--- config.mk ---
export PLATFORM = sky130hd
export DESIGN_NAME = i2crs_seq
export DESIGN_NICKNAME = d
export VERILOG_FILES = /design/src/i2crs_pkg.sv /design/src/i2crs_seq.sv
export SDC_FILE = /design/constraint.sdc
export NUM_CORES = 1
export LEC_CHECK = 0
export ABC_AREA = 1
export BUFFER_PORTS_ARGS = -buffer_cell sky130_fd_sc_hd__buf_2
export CORE_MARGIN = 2
export CORE_UTILIZATION = 30
export CTS_BUF_LIST = sky130_fd_sc_hd__clkbuf_2 sky130_fd_sc_hd__clkbuf_4 sky130_fd_sc_hd__clkbuf_8
export CTS_CLUSTER_SIZE = 14
export DETAILED_ROUTE_END_ITERATION = 10
export GPL_TIMING_DRIVEN = 0
export HOLD_SLACK_MARGIN = 0.03
export PLACE_DENSITY = 0.55
export SETUP_SLACK_MARGIN = 0.5
export SLEW_MARGIN = 20
export SYNTH_ARGS = -nofsm -noshare
export SYNTH_HDL_FRONTEND = slang
export SYNTH_SLANG_ARGS = --single-unit
--- constraint.sdc ---
create_clock -name i_clk -period 6.8 [get_ports i_clk]
set_clock_uncertainty 0.1 [all_clocks]
set_input_delay 1.02 -clock i_clk [delete_from_list [all_inputs] [get_ports i_clk]]
set_output_delay 1.02 -clock i_clk [all_outputs]
set_load 0.05 [all_outputs]
--- src/i2crs_pkg.sv ---
// ----------------------------------------------------------------------------
// i2crs_pkg
// shared types and constants of the i2c register read sequencer
// ----------------------------------------------------------------------------
package i2crs_pkg;

    localparam int unsigned ADDR_W     = 7;
    localparam int unsigned PTR_W      = 8;
    localparam int unsigned BYTE_W     = 8;
    localparam int unsigned VALUE_W    = 16;
    localparam int unsigned CFG_IDX_W  = 2;
    localparam int unsigned CFG_DATA_W = 8;
    localparam int unsigned BIT_CNT_W  = 4;
    localparam int unsigned SUB_W      = 2;

    // register indexes on the configuration channel
    localparam logic [CFG_IDX_W-1:0] CFG_DEV_ADDR = 2'd0;
    localparam logic [CFG_IDX_W-1:0] CFG_REG_PTR  = 2'd1;

    localparam logic [ADDR_W-1:0] DEV_ADDR_RESET = 7'd84;
    localparam logic [PTR_W-1:0]  REG_PTR_RESET  = 8'd0;

    localparam logic [BIT_CNT_W-1:0] BITS_PER_BYTE = 4'd8;

    // one bus slot as driven by the sequencer
    typedef struct packed {
        logic               scl_level;
        logic               sda_level;
        logic               busy_res;
        logic               done_res;
        logic [VALUE_W-1:0] read_value;
    } t_slot;

endpackage

--- src/i2crs_seq.sv ---
// ----------------------------------------------------------------------------
// i2crs_seq
// bus sequencer: segment state, bit counter, shift byte and read result
// ----------------------------------------------------------------------------
module i2crs_seq
    import i2crs_pkg::*;
(
    input  logic              i_clk,
    input  logic              i_rst_n,
    input  logic              i_step,
    input  logic              i_start,
    input  logic              i_sda,
    input  logic [ADDR_W-1:0] i_dev_addr,
    input  logic [PTR_W-1:0]  i_reg_ptr,
    output t_slot             o_slot
);

    typedef enum logic [13:0] {
        SEG_IDLE   = 14'h0001,
        SEG_START  = 14'h0002,
        SEG_ADDRW  = 14'h0004,
        SEG_ACK1   = 14'h0008,
        SEG_REGP   = 14'h0010,
        SEG_ACK2   = 14'h0020,
        SEG_RSTART = 14'h0040,
        SEG_ADDRR  = 14'h0080,
        SEG_ACK3   = 14'h0100,
        SEG_RD1    = 14'h0200,
        SEG_MACK   = 14'h0400,
        SEG_RD2    = 14'h0800,
        SEG_MNACK  = 14'h1000,
        SEG_STOP   = 14'h2000
    } t_seg;

    function automatic t_seg next_seg(input t_seg s);
        t_seg r;
        unique case (s)
            SEG_START:  r = SEG_ADDRW;
            SEG_ADDRW:  r = SEG_ACK1;
            SEG_ACK1:   r = SEG_REGP;
            SEG_REGP:   r = SEG_ACK2;
            SEG_ACK2:   r = SEG_RSTART;
            SEG_RSTART: r = SEG_ADDRR;
            SEG_ADDRR:  r = SEG_ACK3;
            SEG_ACK3:   r = SEG_RD1;
            SEG_RD1:    r = SEG_MACK;
            SEG_MACK:   r = SEG_RD2;
            SEG_RD2:    r = SEG_MNACK;
            SEG_MNACK:  r = SEG_STOP;
            default:    r = SEG_IDLE;
        endcase
        return r;
    endfunction

    t_seg                 r_seg, n_seg;
    logic [SUB_W-1:0]     r_sub, n_sub;
    logic [BIT_CNT_W-1:0] r_bit_cnt, n_bit_cnt;
    logic [BYTE_W-1:0]    r_shift, n_shift;
    logic [VALUE_W-1:0]   r_result, n_result;
    logic                 r_scl, n_scl;
    logic                 r_sda, n_sda;

    t_seg                 seg, nxt;
    logic [SUB_W-1:0]     sub;
    logic [BIT_CNT_W-1:0] bit_cnt;
    logic [BYTE_W-1:0]    shift;
    logic                 scl, sda, last, done, per_bit, run;

    always_comb begin
        n_seg     = r_seg;
        n_sub     = r_sub;
        n_bit_cnt = r_bit_cnt;
        n_shift   = r_shift;
        n_result  = r_result;
        n_scl     = r_scl;
        n_sda     = r_sda;
        seg       = r_seg;
        sub       = r_sub;
        bit_cnt   = r_bit_cnt;
        shift     = r_shift;
        scl       = 1'b0;
        sda       = 1'b1;
        last      = 1'b0;
        done      = 1'b0;
        per_bit   = 1'b0;
        run       = 1'b1;
        nxt       = SEG_IDLE;

        // a start in idle runs the first start slot in this same step
        if (r_seg == SEG_IDLE) begin
            if (!i_start) begin
                run = 1'b0;
            end else begin
                seg     = SEG_START;
                sub     = '0;
                bit_cnt = '0;
            end
        end

        unique case (seg)
            SEG_START, SEG_RSTART: begin
                scl  = (sub == 2'd0) ? r_scl : (sub != 2'd3);
                sda  = (sub < 2'd2);
                last = (sub == 2'd3);
            end
            SEG_ADDRW, SEG_REGP, SEG_ADDRR: begin
                per_bit = 1'b1;
                scl     = (sub == 2'd1);
                sda     = shift[BYTE_W-1];
                if (sub == 2'd2) begin
                    shift   = {shift[BYTE_W-2:0], 1'b0};
                    bit_cnt = bit_cnt + 1'b1;
                    last    = (bit_cnt >= BITS_PER_BYTE);
                end
            end
            SEG_RD1, SEG_RD2: begin
                per_bit = 1'b1;
                scl     = (sub < 2'd2);
                sda     = 1'b1;
                if (sub == 2'd0) begin
                    shift = {shift[BYTE_W-2:0], i_sda};
                end
                if (sub == 2'd2) begin
                    bit_cnt = bit_cnt + 1'b1;
                    if (bit_cnt >= BITS_PER_BYTE) begin
                        last = 1'b1;
                        if (seg == SEG_RD1) begin
                            n_result = {shift, r_result[BYTE_W-1:0]};
                        end else begin
                            n_result = {r_result[VALUE_W-1:BYTE_W], shift};
                        end
                    end
                end
            end
            SEG_ACK1, SEG_ACK2, SEG_ACK3: begin
                scl  = (sub == 2'd1);
                sda  = 1'b1;
                last = (sub == 2'd3);
            end
            SEG_MACK: begin
                scl  = (sub == 2'd1);
                sda  = (sub == 2'd3);
                last = (sub == 2'd3);
            end
            SEG_MNACK: begin
                scl  = (sub == 2'd1);
                sda  = (sub != 2'd3);
                last = (sub == 2'd3);
            end
            SEG_STOP: begin
                scl  = (sub >= 2'd1);
                sda  = (sub >= 2'd2);
                last = (sub >= 2'd2);
            end
            default: begin
                scl = r_scl;
                sda = r_sda;
            end
        endcase

        if (run) begin
            n_scl = scl;
            n_sda = sda;
            if (last) begin
                n_sub     = '0;
                n_bit_cnt = '0;
                n_shift   = shift;
                if (seg == SEG_STOP) begin
                    n_seg = SEG_IDLE;
                    done  = 1'b1;
                end else begin
                    nxt   = next_seg(seg);
                    n_seg = nxt;
                    // outgoing bytes latch the config at segment entry
                    unique case (nxt)
                        SEG_ADDRW:        n_shift = {i_dev_addr, 1'b0};
                        SEG_REGP:         n_shift = i_reg_ptr;
                        SEG_ADDRR:        n_shift = {i_dev_addr, 1'b1};
                        SEG_RD1, SEG_RD2: n_shift = '0;
                        default:          n_shift = shift;
                    endcase
                end
            end else begin
                n_seg     = seg;
                n_bit_cnt = bit_cnt;
                n_shift   = shift;
                n_sub     = (per_bit && sub >= 2'd2) ? '0 : sub + 1'b1;
            end
        end

        o_slot.scl_level  = run ? scl : r_scl;
        o_slot.sda_level  = run ? sda : r_sda;
        o_slot.busy_res   = run;
        o_slot.done_res   = done;
        o_slot.read_value = done ? n_result : '0;
    end

    always_ff @(posedge i_clk) begin
        if (!i_rst_n) begin
            r_seg     <= SEG_IDLE;
            r_sub     <= '0;
            r_bit_cnt <= '0;
            r_shift   <= '0;
            r_result  <= '0;
            r_scl     <= 1'b1;
            r_sda     <= 1'b1;
        end else if (i_step) begin
            r_seg     <= n_seg;
            r_sub     <= n_sub;
            r_bit_cnt <= n_bit_cnt;
            r_shift   <= n_shift;
            r_result  <= n_result;
            r_scl     <= n_scl;
            r_sda     <= n_sda;
        end
    end

    // done only comes out of the stop segment and drops back to idle
    a_done_in_stop: assert property (@(posedge i_clk) disable iff (!i_rst_n)
        (i_step && o_slot.done_res) |-> (r_seg == SEG_STOP))
        else $error("done outside stop segment");

    a_idle_after_done: assert property (@(posedge i_clk) disable iff (!i_rst_n)
        (i_step && o_slot.done_res) |=> (r_seg == SEG_IDLE))
        else $error("sequencer not idle after done");

    a_bit_cnt_range: assert property (@(posedge i_clk) disable iff (!i_rst_n)
        r_bit_cnt <= BITS_PER_BYTE)
        else $error("bit counter past one byte");

    a_hold_no_step: assert property (@(posedge i_clk) disable iff (!i_rst_n)
        !i_step |=> ($stable(r_seg) && $stable(r_sub) && $stable(r_result)))
        else $error("sequencer moved without a beat");

endmodule

==> flow_summary_export.csv <==
group,metric,value,unit
grt,grt_max_degree,18,
setup_path,critical_path.startpoint,"i_start",
grt,grt_pass1_vias,3647,
clock_tree,h-tree-depth,2,
clock_tree,cts_buffers,5,
power_and_ir_drop,clockPowerShare,29.1,%
detailed_routing,routedWlPerCell,13.7,microns
worst_hold_path,min_from,"r_sub[0]$_SDFFE_PN0P_",
sta,finalHoldViolCount,0,
placed_design,port_buffers,39,
yosys,yosys-top-cells-area,"dfxtp_1, nand2_1, inv_1, a21oi_1, nor2_1",
die,dieArea,13100,sq um
yosys,syn_area,3650,sq um
worst_hold_path,holdPathStages,2,
final_layout,drive_above_1_share,16.6,%
sta,finalMaxSlewViolations,0,
yosys,synth.avg_cell_area,5.99,sq um
sta,setup-violations-final,0,
sta,rsz0062_at_grt,"no",
die,pin_count,40,
detailed_routing,drc,0,
power_and_ir_drop,p_per_area,159,nW/um^2
detailed_routing,vias_per_cell,4.84,
placed_design,placed_cell_area,4030,sq um
clock_tree,cts_tree,"built",
final_layout,finalNonFillerCells,803,
power_and_ir_drop,swShare,36.9,%
grt,track_usage,17.6,%
yosys,yosysSeqAreaShare,25.2,%
clock_tree,ctsResizeCount,0,
detailed_routing,initialDrtViolationCount,247,
yosys,synth_top_cell_by_area,"dfxtp_1",
detailed_routing,firstDrtPassIters,5,
sta,fmax,211,MHz
yosys,synth_cells,609,
final_layout,fillCellCount,1330,
sta,max_slew_margin,55.8,%
die,start_util,30.5,%
final_layout,nets,680,
power_and_ir_drop,seq_power_share,44.8,%
setup_path,cp.arrival,3.63,ns
clock_tree,clock-sinks,46,
power_and_ir_drop,ir_worst_vdd,0.0000822,V
sta,hold-worst-slack,0.381,ns
grt,grt_antenna_before_repair,0,
clock_tree,cts_setup_buffers,0,
job,maxCapViolCount,0,
setup_path,worstPathRequired,5.68,ns
clock_tree,clkSlewWorstSetupHoldPaths,0.09,ns
setup_path,endpoint_kind,"output pin",
sta,tns,0,ns
placed_design,dp_cells,795,
power_and_ir_drop,total_power,658,uW
detailed_routing,routed-via-count,3884,
detailed_routing,routed_wl,11.0,mm
die,die_w,114,microns
yosys,netlist.area_leader.share,25.2,%
clock_tree,clk_latency,0.32,ns
final_layout,area_growth,13.0,%
setup_path,cp-start-kind,"input pin",
yosys,synth_seq_cells,46,
sta,worstMarginPinSlew,0.664,ns
sta,final.min_clock_period,4.75,ns
final_layout,insertedDiodeCount,0,
sta,fin_crit_sh,69.8,%
detailed_routing,drtAntennaViolNets,0,
power_and_ir_drop,p_switching,243,uW
final_layout,fin_area,4120,sq um
clock_tree,hold_buffers,0,
worst_hold_path,hold_path_class,"flip-flop to flip-flop",
placed_design,place_hpwl,8.47,mm
placed_design,routabilityCongestion,0.885,
yosys,yosysWarningCount,0,
die,core_area,12000,sq um
setup_path,reg2reg_depth,21,
power_and_ir_drop,combPwrFrac,26.0,%
yosys,mappedNetlistNets,634,
die,die_h,114,microns
die,rows,40,
yosys,ys_types,41,
setup_path,r2r_start,"r_seg[8]$_SDFFE_PN0P_",
power_and_ir_drop,power_leakage,2.02,nW
clock_tree,cts_buffer_depth,2,
grt,overflow,0,
power_and_ir_drop,internal_power,415,uW
grt,grt_pass1_wl,18.3,mm
setup_path,setup.worst_path.class,"input pin to output pin",
clock_tree,cts-root-buf,"clkbuf_8",
setup_path,crit_fanout,10,
outcome,status,"finished clean",
-- worst max-delay path, stage by stage --
cell	delay [ns]
buf_2	0.12
nand3_4	0.12
buf_6	0.17
nand2_2	0.10
inv_1	0.13
ha_1	0.20
clkbuf_1	0.35
nor2_1	0.11
nor2_2	0.32
inv_2	0.10
buf_6	0.17
clkbuf_1	0.23
nor2_1	0.20
buf_2	0.29
-- path summary, 6_finish.rpt --
| check | end | slack (ns) |
|---|---|---|
| setup / recovery | o_slot[7] | 2.05 |
| hold / removal | r_sub[0]$_SDFFE_PN0P_ | 0.38 |
| setup reg to reg | r_shift[2]$_SDFFE_PN0P_ | 3.46 |
| hold reg to reg | r_sub[0]$_SDFFE_PN0P_ | 0.38 |
-- registers in the layout, indices dropped and copies added (netlist names) --
signal and flops:
r_bit_cnt 4, r_seg 14, r_sda 1, r_result 16, r_scl 1, r_sub 2, r_shift 8
-- layout make-up --
type / count / area, sq um / share of cell area, %
buffer: 26 / 140 / 3.40
timing repair buffer: 39 / 195 / 4.73
clock inverter: 3 / 26.3 / 0.637
inverter: 94 / 354 / 8.59
clock buffer: 5 / 68.8 / 1.67
tap: 147 / 184 / 4.46
sequential: 46 / 921 / 22.3
multi-input combinational: 443 / 2230 / 54.2
-- power by group through the flow --
stage	Sequential [mW]	Clock, mW	Combinational (mW)
3_3_place_gp	0.300	0	0.168
6_report	0.295	0.192	0.171
3_5_place_dp	0.301	0	0.170
4_1_cts	0.295	0.199	0.172
5_1_grt	0.297	0.207	0.193
2_1_floorplan	0.298	0	0.129
-- cell usage after synthesis (all sizes together) --
cell type	count
nand2	167
inv	91
nor2	83
a21oi	60
o21ai	52
dfxtp	46
nand3	34
clkbuf	14
buf	12
nor3	12
o211ai	10
o21a	8
ha	5
nand4	5
clkinv	3
a211oi	1
a221oi	1
and2	1
nand3b	1
o2111ai	1
o31ai	1
or2	1
-- cell usage in the layout (no fill, tap or decap), types with 2 or more instances in the layout --
master    instances
a21oi_1          57
o211ai_2          2
a21oi_4           2
nor3_2            2
nand2_1         156
nor2_2           10
o21a_1            8
nand3_2           3
dfxtp_1          46
inv_2             7
o21ai_1          15
o21ai_0          33
o211ai_1          8
buf_6             3
nand2_2           9
nand2_4           2
buf_4             4
nand3_4           4
inv_1            84
nor2_1           71
inv_6             3
o21ai_2           3
clkbuf_1         14
clkinv_1          2
clkbuf_8          5
nand4_2           2
buf_2            43
nand3_1          27
nor2_4            2
nor3_1           10
ha_1              5
nand4_1           3
-- per-stage QoR --
| stage | setup WS, ns | utilization, % |
|---|---|---|
| finish | 2.05 | 34.5 |
| global route | 1.78 | 34.5 |
| CTS | 2.05 | 34.5 |
| detailed placement | 2.07 | 33.7 |
| global placement | 2.07 | 33.7 |
| floorplan | 2.42 | - |
-- routing by layer --
| layer | global-route usage [%] | routed length, microns | vias up |
|---|---|---|---|
| met5 | 0 | 0 | - |
| met2 | 27.6 | 4730 | 115 |
| met3 | 2.49 | 559 | 15 |
| met4 | 5.20 | 168 | 0 |
| li1 | - | - | 2022 |
| met1 | 25.1 | 5580 | 1732 |
-- cell families after synthesis --
group                    after synthesis  share of synthesized area [%]
adder cells (fa/ha/maj)                5                           1.71
AND/OR/NAND/NOR                      304                           38.0
buffers and inverters                120                           13.5
flip-flops                            46                           25.2
AO/OA/AOI/OAI                        134                           21.6
Note: power is estimated with default switching activity, not from simulation.
